## config.mk

```make
export PLATFORM = sky130hd
export DESIGN_NAME = touch_region_hit_table_flat
export DESIGN_NICKNAME = d
export VERILOG_FILES = /design/src/rtl/thtab_pkg.sv /design/src/rtl/thtab_if.sv /design/src/rtl/thtab_ram.sv /design/src/rtl/touch_region_hit_table.sv /design/src/flat_wrapper.sv
export VERILOG_INCLUDE_DIRS = /design/src /design/src/rtl
export SDC_FILE = /design/constraint.sdc
export NUM_CORES = 1
export LEC_CHECK = 0
export BUFFER_PORTS_ARGS = -buffer_cell sky130_fd_sc_hd__buf_2
export CORE_ASPECT_RATIO = 1.25
export CORE_MARGIN = 4
export CORE_UTILIZATION = 56
export CTS_CLUSTER_SIZE = 28
export DETAILED_ROUTE_END_ITERATION = 8
export PLACE_DENSITY = 0.72
export SLEW_MARGIN = 5
export SYNTH_ARGS = -nofsm -noshare
export SYNTH_HDL_FRONTEND = slang
export SYNTH_SLANG_ARGS = --single-unit
```

## constraint.sdc

```tcl
create_clock -name clk_i -period 11.5 [get_ports clk_i]
set_input_delay 1.15 -clock clk_i [delete_from_list [all_inputs] [get_ports clk_i]]
set_output_delay 1.15 -clock clk_i [all_outputs]
set_load 0.01 [all_outputs]
```

## src/rtl/touch_region_hit_table_macros.svh

```systemverilog
// Assertion helpers used by the touch table RTL.
`ifndef TOUCH_REGION_HIT_TABLE_MACROS_SVH
`define TOUCH_REGION_HIT_TABLE_MACROS_SVH

// Same-cycle implication.
`define THT_ASSERT_NOW(label, clk, rst_n, ante, cons) \
  label: assert property (@(posedge clk) disable iff (!rst_n) (ante) |-> (cons)) \
    else $error("touch table check failed");

// Next-cycle implication.
`define THT_ASSERT_NEXT(label, clk, rst_n, ante, cons) \
  label: assert property (@(posedge clk) disable iff (!rst_n) (ante) |=> (cons)) \
    else $error("touch table check failed");

`endif

```

## src/rtl/thtab_pkg.sv

```systemverilog
`timescale 1ns / 1ps
package thtab_pkg;

  localparam int unsigned COORD_W = 12;
  localparam int unsigned SLOT_W  = 4;
  localparam int unsigned CMD_W   = 3;
  localparam int unsigned STAT_W  = 2;

  typedef enum logic [CMD_W-1:0] {
    CMD_ADD     = 3'd0,
    CMD_DELETE  = 3'd1,
    CMD_ENABLE  = 3'd2,
    CMD_DISABLE = 3'd3,
    CMD_CLEAR   = 3'd4,
    CMD_TOUCH   = 3'd5
  } cmd_e;

  typedef enum logic [STAT_W-1:0] {
    STAT_DONE = 2'd0,
    STAT_FULL = 2'd1,
    STAT_MISS = 2'd2
  } status_e;

  typedef enum logic [2:0] {
    ST_IDLE,
    ST_EXEC,
    ST_ADD,
    ST_TOUCH,
    ST_RESP
  } state_e;

  typedef struct packed {
    logic [CMD_W-1:0]   command;
    logic [COORD_W-1:0] pos_x;
    logic [COORD_W-1:0] pos_y;
    logic [COORD_W-1:0] rect_width;
    logic [COORD_W-1:0] rect_height;
    logic               start_disabled;
    logic [SLOT_W-1:0]  slot;
  } req_t;

  typedef struct packed {
    status_e           status;
    logic [SLOT_W-1:0] hit_slot;
    logic              slot_enabled;
  } rsp_t;

  // One stored rectangle.
  typedef struct packed {
    logic [COORD_W-1:0] left;
    logic [COORD_W-1:0] top;
    logic [COORD_W-1:0] span_x;
    logic [COORD_W-1:0] span_y;
  } rect_t;

endpackage

```

## src/rtl/thtab_if.sv

```systemverilog
`timescale 1ns / 1ps
interface thtab_req_if;
  import thtab_pkg::*;
  logic valid;
  logic ready;
  req_t payload;
  modport source (output valid, output payload, input ready);
  modport sink (input valid, input payload, output ready);
endinterface

interface thtab_rsp_if;
  import thtab_pkg::*;
  logic valid;
  logic ready;
  rsp_t payload;
  modport source (output valid, output payload, input ready);
  modport sink (input valid, input payload, output ready);
endinterface

```

## src/rtl/thtab_ram.sv

```systemverilog
`timescale 1ns / 1ps
module thtab_ram #(
  parameter int unsigned WIDTH = 48,
  parameter int unsigned DEPTH = 16
) (
  input  logic                                   clk_i,
  input  logic                                   we_i,
  input  logic [((DEPTH > 1) ? $clog2(DEPTH) : 1)-1:0] waddr_i,
  input  logic [WIDTH-1:0]                       wdata_i,
  input  logic [((DEPTH > 1) ? $clog2(DEPTH) : 1)-1:0] raddr_i,
  output logic [WIDTH-1:0]                       rdata_o
);

  logic [WIDTH-1:0] mem_q [DEPTH];

  always_ff @(posedge clk_i) begin
    if (we_i) begin
      mem_q[waddr_i] <= wdata_i;
    end
    rdata_o <= mem_q[raddr_i];
  end

endmodule

```

## src/rtl/touch_region_hit_table.sv

```systemverilog
// Add scans the slots from slot 0 and writes the first free slot it finds.
// Touch does one RAM read and one compare per slot, up to a hit or the last slot.
// Delete, enable, disable, clear and unknown commands go through ST_EXEC to ST_RESP.
// One request at a time; the next is taken the cycle after the result is taken.
// Reset (async, active low) empties the table; rectangle RAM needs no clearing.
`timescale 1ns / 1ps
module touch_region_hit_table #(
  parameter int unsigned NUM_SLOTS = 16
) (
  input logic         clk_i,
  input logic         rst_ni,
  thtab_req_if.sink   req_i,
  thtab_rsp_if.source rsp_o
);
  import thtab_pkg::*;

  localparam int unsigned IDX_W = (NUM_SLOTS > 1) ? $clog2(NUM_SLOTS) : 1;
  localparam int unsigned CNT_W = $clog2(NUM_SLOTS + 1);
  localparam int unsigned CMP_W = (CNT_W > SLOT_W) ? CNT_W : SLOT_W;
  localparam int unsigned REC_W = $bits(rect_t);

  state_e                 state_q, state_d;
  req_t                   req_q;
  rsp_t                   res_q, res_d;
  logic [CNT_W-1:0]       cnt_q, cnt_d;
  logic                   chk_vld_q, chk_vld_d;
  logic [IDX_W-1:0]       chk_idx_q, chk_idx_d;
  logic [NUM_SLOTS-1:0]   in_use_q, in_use_d;
  logic [NUM_SLOTS-1:0]   dis_q, dis_d;

  logic                   req_fire;
  logic [IDX_W-1:0]       sidx;
  logic                   scan_last;
  logic                   chk_last;
  logic                   ram_we;
  rect_t                  wr_rect;
  logic [REC_W-1:0]       rd_word;
  rect_t                  rd_rect;
  logic                   inside_x;
  logic                   inside_y;
  logic                   hit;
  logic [CMP_W-1:0]       slot_w;
  logic                   slot_ok;
  logic [IDX_W-1:0]       slot_idx;
  logic [CMP_W-1:0]       sidx_w;
  logic [CMP_W-1:0]       chk_w;
  logic                   new_dis;

  assign req_fire  = req_i.valid && req_i.ready;
  assign sidx      = cnt_q[IDX_W-1:0];
  assign scan_last = (cnt_q == CNT_W'(NUM_SLOTS - 1));
  assign chk_last  = (chk_idx_q == IDX_W'(NUM_SLOTS - 1));

  assign slot_w   = CMP_W'(req_q.slot);
  assign slot_ok  = (slot_w < CMP_W'(NUM_SLOTS));
  assign slot_idx = slot_w[IDX_W-1:0];
  assign sidx_w   = CMP_W'(sidx);
  assign chk_w    = CMP_W'(chk_idx_q);

  assign wr_rect = '{left: req_q.pos_x, top: req_q.pos_y,
                     span_x: req_q.rect_width, span_y: req_q.rect_height};

  thtab_ram #(
    .WIDTH (REC_W),
    .DEPTH (NUM_SLOTS)
  ) u_rect_ram (
    .clk_i   (clk_i),
    .we_i    (ram_we),
    .waddr_i (sidx),
    .wdata_i (wr_rect),
    .raddr_i (sidx),
    .rdata_o (rd_word)
  );

  assign rd_rect = rect_t'(rd_word);

  // Shared containment check, inclusive edges, one extra bit so the sum cannot wrap.
  assign inside_x = (req_q.pos_x >= rd_rect.left) &&
                    ({1'b0, req_q.pos_x} <= ({1'b0, rd_rect.left} + {1'b0, rd_rect.span_x}));
  assign inside_y = (req_q.pos_y >= rd_rect.top) &&
                    ({1'b0, req_q.pos_y} <= ({1'b0, rd_rect.top} + {1'b0, rd_rect.span_y}));
  assign hit = in_use_q[chk_idx_q] && !dis_q[chk_idx_q] && inside_x && inside_y;

  // Next state
  always_comb begin
    state_d = state_q;
    unique case (state_q)
      ST_IDLE: begin
        if (req_fire) begin
          if (req_i.payload.command == CMD_ADD) begin
            state_d = ST_ADD;
          end else if (req_i.payload.command == CMD_TOUCH) begin
            state_d = ST_TOUCH;
          end else begin
            state_d = ST_EXEC;
          end
        end
      end
      ST_EXEC: state_d = ST_RESP;
      ST_ADD: begin
        if (!in_use_q[sidx] || scan_last) begin
          state_d = ST_RESP;
        end
      end
      ST_TOUCH: begin
        if (chk_vld_q && (hit || chk_last)) begin
          state_d = ST_RESP;
        end
      end
      ST_RESP: begin
        if (rsp_o.ready) begin
          state_d = ST_IDLE;
        end
      end
      default: state_d = ST_IDLE;
    endcase
  end

  // Datapath and table updates
  always_comb begin
    cnt_d     = cnt_q;
    chk_vld_d = 1'b0;
    chk_idx_d = chk_idx_q;
    in_use_d  = in_use_q;
    dis_d     = dis_q;
    res_d     = res_q;
    ram_we    = 1'b0;
    new_dis   = 1'b0;
    unique case (state_q)
      ST_IDLE: begin
        cnt_d = '0;
      end
      ST_EXEC: begin
        res_d = '{status: STAT_DONE, hit_slot: '0, slot_enabled: 1'b0};
        unique case (req_q.command)
          CMD_DELETE, CMD_ENABLE, CMD_DISABLE: begin
            if (slot_ok) begin
              new_dis = dis_q[slot_idx];
              if (in_use_q[slot_idx]) begin
                if (req_q.command == CMD_DELETE) begin
                  in_use_d[slot_idx] = 1'b0;
                  new_dis            = 1'b0;
                end else begin
                  new_dis = (req_q.command == CMD_DISABLE);
                end
                dis_d[slot_idx] = new_dis;
              end
              res_d.slot_enabled = !new_dis;
            end
          end
          CMD_CLEAR: begin
            in_use_d = '0;
            dis_d    = '0;
          end
          default: ;
        endcase
      end
      ST_ADD: begin
        cnt_d = cnt_q + 1'b1;
        if (!in_use_q[sidx]) begin
          ram_we          = 1'b1;
          in_use_d[sidx]  = 1'b1;
          dis_d[sidx]     = req_q.start_disabled;
          res_d = '{status: STAT_DONE, hit_slot: sidx_w[SLOT_W-1:0],
                    slot_enabled: !req_q.start_disabled};
        end else if (scan_last) begin
          res_d = '{status: STAT_FULL, hit_slot: '0, slot_enabled: 1'b0};
        end
      end
      ST_TOUCH: begin
        // read issued for sidx, checked in the next cycle as chk_idx_q
        if (cnt_q < CNT_W'(NUM_SLOTS)) begin
          chk_vld_d = 1'b1;
          chk_idx_d = sidx;
          cnt_d     = cnt_q + 1'b1;
        end
        if (chk_vld_q) begin
          if (hit) begin
            res_d = '{status: STAT_DONE, hit_slot: chk_w[SLOT_W-1:0], slot_enabled: 1'b1};
          end else if (chk_last) begin
            res_d = '{status: STAT_MISS, hit_slot: '0, slot_enabled: 1'b0};
          end
        end
      end
      ST_RESP: ;
      default: ;
    endcase
  end

  assign req_i.ready   = (state_q == ST_IDLE);
  assign rsp_o.valid   = (state_q == ST_RESP);
  assign rsp_o.payload = res_q;

  always_ff @(posedge clk_i or negedge rst_ni) begin
    if (!rst_ni) begin
      state_q   <= ST_IDLE;
      cnt_q     <= '0;
      chk_vld_q <= 1'b0;
      chk_idx_q <= '0;
      in_use_q  <= '0;
      dis_q     <= '0;
    end else begin
      state_q   <= state_d;
      cnt_q     <= cnt_d;
      chk_vld_q <= chk_vld_d;
      chk_idx_q <= chk_idx_d;
      in_use_q  <= in_use_d;
      dis_q     <= dis_d;
    end
  end

  always_ff @(posedge clk_i) begin
    if (req_fire) begin
      req_q <= req_i.payload;
    end
    res_q <= res_d;
  end

`include "touch_region_hit_table_macros.svh"

  `THT_ASSERT_NOW(a_no_req_while_rsp, clk_i, rst_ni, rsp_o.valid, !req_i.ready)
  `THT_ASSERT_NEXT(a_accept_no_rsp, clk_i, rst_ni, req_fire, !rsp_o.valid)
  `THT_ASSERT_NOW(a_full_means_full, clk_i, rst_ni,
    rsp_o.valid && (rsp_o.payload.status == STAT_FULL), &in_use_q)
  `THT_ASSERT_NOW(a_miss_zero, clk_i, rst_ni,
    rsp_o.valid && (rsp_o.payload.status == STAT_MISS),
    (rsp_o.payload.hit_slot == '0) && !rsp_o.payload.slot_enabled)
  `THT_ASSERT_NEXT(a_clear_empties, clk_i, rst_ni,
    (state_q == ST_EXEC) && (req_q.command == CMD_CLEAR),
    (in_use_q == '0) && (dis_q == '0))
  `THT_ASSERT_NEXT(a_add_claims_slot, clk_i, rst_ni,
    (state_q == ST_ADD) && !in_use_q[sidx], in_use_q[$past(sidx)])

endmodule
```

## src/flat_wrapper.sv

```systemverilog
// flat-port wrapper written by rule: the top's interface ports become plain ports
module touch_region_hit_table_flat import thtab_pkg::*;
#(
  parameter int unsigned NUM_SLOTS = 16
)
  (clk_i, rst_ni, req_i_valid, req_i_payload, req_i_ready, rsp_o_valid, rsp_o_payload, rsp_o_ready);
  thtab_req_if req_i_i ();
  thtab_rsp_if rsp_o_i ();
  input logic clk_i;
  input logic rst_ni;
  input wire logic [$bits(req_i_i.valid)-1:0] req_i_valid;
  input wire logic [$bits(req_i_i.payload)-1:0] req_i_payload;
  output wire logic [$bits(req_i_i.ready)-1:0] req_i_ready;
  output wire logic [$bits(rsp_o_i.valid)-1:0] rsp_o_valid;
  output wire logic [$bits(rsp_o_i.payload)-1:0] rsp_o_payload;
  input wire logic [$bits(rsp_o_i.ready)-1:0] rsp_o_ready;
  assign req_i_i.valid = req_i_valid;
  assign req_i_i.payload = req_i_payload;
  assign req_i_ready = req_i_i.ready;
  assign rsp_o_valid = rsp_o_i.valid;
  assign rsp_o_payload = rsp_o_i.payload;
  assign rsp_o_i.ready = rsp_o_ready;
  touch_region_hit_table #(.NUM_SLOTS(NUM_SLOTS)) u_core (.clk_i(clk_i), .rst_ni(rst_ni), .req_i(req_i_i), .rsp_o(rsp_o_i));
endmodule
```

==> summary.txt <==
Setup path
  • CP endpoint kind: flip-flop
  • Critical Path AT: 4.89 ns
  • Crit path launch: u_core.u_rect_ram.rdata_o[0]$_DFF_P_
  • WP data required: 11.77 ns
  • Crit path max fanout: 7
  • Reg2reg start: u_core.u_rect_ram.rdata_o[0]$_DFF_P_
  • Critical path launch point type: flip-flop
  • Critical path type: reg -> reg

STA
  • Slew headroom: 26.16%
  • Peak Freq: 0.2165 GHz
  • Setup TNS: 0 ns
  • Worst Tran Pin Value: 1.108 ns
  • RSZ-0062 raised after global routing: no
  • Fin. Hold Viols: 0
  • Clock Skew: 0.02680 ns
  • Final worst setup slack: 6.882 ns
  • Final Max Tran Viols: 0
  • Setup violations, final: 0
  • Tcrit/Tclk final: 40.16%
  • Min Tclk post-route: 4.618 ns

Flow run
  • Max Cap Viol: 0

Clock tree
  • Inserted Clock Buffers: 89
  • Clock insertion delay at the later pin of the skew report: 0.65 ns
  • Clk slew on worst S/H paths: 0.06 ns
  • Clock Tree Buf Depth: 3
  • Hold Buf Count CTS: 0
  • Root Buffer Master: clkbuf_16
  • Clock sinks: 924
  • CTS tree: done
  • # resized after CTS: 0
  • Htree depth: 3
  • Postcts setup bufs: 0

Worst hold path
  • Hold Startpoint: u_core.dis_q[10]$_DFFE_PN0P_
  • Hold Path Class: reg -> reg

Die
  • Die width: 237.5 um
  • Core ar.: 64800 sq um
  • IO Count: 69
  • Starting Density: 56.90%
  • Cell Rows: 104
  • Area of the die: 70040 sq um
  • Chip Height: 294.9 um

Placed design
  • GPL Wtd Cong: 0.9306
  • I/O Buffers: 68
  • Pre-CTS setup slack: 6.909 ns
  • Area after DPL: 38280 sq um
  • DP HPWL: 45670 um
  • Inst Count DP: 2656

Yosys
  • Synth Instances: 1789
  • Top-area cell type share of the netlist area: 67.68%
  • Synth Register Bits: 924
  • Post-Syn Area: 36870 sq um
  • EDFF count, synth: 831
  • Synth cell types: 65
  • Most used DFF post-synth: edfxtp_1
  • Synthesis Warnings: 0
  • Asr flop ratio synth: 4.870%
  • Area contributors post-synth: edfxtp_1, mux4_2, dfrtp_1
  • Average size of a mapped cell: 20.61 sq um
  • Sequential fraction of the synthesis area: 73.34%
  • Mapped Nets: 1928
  • Area leader, netlist: edfxtp_1

Final layout
  • Register area: 27060 sq um
  • Layout area overhead: 12.05%
  • Filler instances: 4318
  • Final Instance Count excl. Fillers: 2824
  • Share of cells above drive strength 1: 27.00%
  • Design area: 41310 sq um
  • Nets: 2038
  • Final design utilization: 63.75%
  • Area of the multi-input gates: 9457 sq um

Global route
  • First-pass GRT wire length: 124600 um
  • Largest net degree at the start of global routing: 61
  • Overflow after GRT: 0
  • GRT Total Usage: 24.23%
  • Initial antenna violation count: 3
  • Number of global-route vias before repair: 19.00k

Routing
  • Antenna Nets Post-Route: 0
  • Pre-antenna DRT Iters: 6
  • Via density: 6.465
  • Routed len/inst: 29.68 um
  • Final wirelength: 83800 um
  • DRC errors left: 0
  • DRT iter0 DRCs: 1958
  • Vias: 18.26k

Outcome
  • Status: finished, final reports clean

Pwr
  • VDD IR max: 145.3 uV
  • Pwr/cell area: 225.9 nW/um^2
  • Pleak: 13.38 nW
[stage by stage]
step                      hold WS [ns]  power (mW)
after floorplan                 0.4722       5.783
after global placement          0.4905       6.354
after detailed placement        0.5079       6.398
after CTS                       0.5222       9.404
after global routing            0.5539       9.767
final                           0.5229       9.333
[final timing paths]
check | cells past startpoint | end | slack (ns)
setup / recovery | 16 | u_core.rsp_o.payload[1]$_SDFFCE_PP0P_ | 6.88
hold / removal | 1 | u_core.dis_q[10]$_DFFE_PN0P_ | 0.52
setup reg to reg | 16 | u_core.rsp_o.payload[1]$_SDFFCE_PP0P_ | 6.88
hold reg to reg | 1 | u_core.dis_q[10]$_DFFE_PN0P_ | 0.52
max in group asynchronous | 1 | u_core.cnt_q[1]$_DFFE_PN0P_ | 9.96
min in group asynchronous | 1 | u_core.dis_q[2]$_DFFE_PN0P_ | 0.71
[Yosys cell counts (all sizes together) (9+ instances only)]
master / number
clkbuf: 47
nand2: 52
a21oi: 47
inv: 42
ha: 77
xnor2: 10
o21ai: 24
o22a: 12
edfxtp: 831
nand2b: 17
xor2: 11
nand3: 20
a31oi: 12
mux4: 255
o22ai: 12
dfxtp: 48
mux2: 16
nor2: 49
a211oi: 9
dfrtp: 45
a21o: 11
nor3: 12
buf: 30
[layout by cell type (no fill, tap or decap), types with 13 or more instances in the layout]
master,netlist,final
a21oi_1,42,42
inv_1,42,41
ha_1,77,77
nor2_1,49,33
bufinv_16,0,13
buf_4,0,28
clkinv_1,0,16
clkinv_2,0,18
nand2_1,52,52
o21ai_0,23,23
edfxtp_1,831,831
nor2_4,0,16
buf_2,15,68
nand2b_1,17,17
nand3_1,19,19
dfxtp_1,48,48
clkbuf_16,0,91
dfrtp_1,45,41
clkbuf_1,47,15
mux4_2,255,255
[worst max-delay path: stages (launching register included)]
cell       delay (ns)
dfxtp_1          0.34
ha_1             0.17
inv_1            0.06
fa_1             0.39
nand2b_1         0.17
a2111oi_0        0.55
nor3_1           0.10
o21bai_1         0.18
xnor2_1          0.15
ha_1             0.27
a21o_1           0.20
a211oi_1         0.27
a311oi_1         0.10
and2_1           0.15
a32oi_1          0.38
a31oi_1          0.24
nor2_1           0.51
[final cells by class]
type,instances,area share (%)
clock inverter,57,1.578
multi-input combinational,746,22.89
clock buffer,109,5.748
sequential,924,65.49
timing repair buffer,96,1.333
tap,848,2.568
antenna,2,0.01211
inverter,42,0.3846
[sequential cells by signal, indices dropped and copies added, names as in the netlist, 5 cells and up]
name / count
u_core.dis_q: 16
u_core.cnt_q: 5
u_core.in_use_q: 16
u_core.u_rect_ram.rdata_o: 48
u_core.rsp_o.payload: 7
u_core.u_rect_ram.mem_q: 768
u_core.req_q: 52
[per-layer routing]
| metal | up-vias | routed length, um | GRT usage (%) |
|---|---|---|---|
| li1 | 7644 | - | - |
| met1 | 9581 | 32150 | 32.47 |
| met2 | 852 | 42870 | 40.85 |
| met3 | 179 | 5815 | 4.015 |
| met4 | 2 | 2957 | 8.889 |
| met5 | - | 13 | 0 |
[power breakdown]
group          switching, mW  internal (mW)  total [mW]
Sequential             0.324           3.98        4.30
Clock                   1.24           1.77        3.01
Combinational           1.04          0.989        2.02
[cell families after synthesis]
family	Yosys count	share of synthesized area, %
DFF	924	73.34
buffers and inverters	119	1.344
adders and majority gates	79	2.721
AOI/OAI and AO/OA	172	3.264
and+or+nand+nor	200	2.691
muxes	274	16.15
xor gates and xnor gates	21	0.4988
No activity file was read; power rests on OpenSTA's default activity.
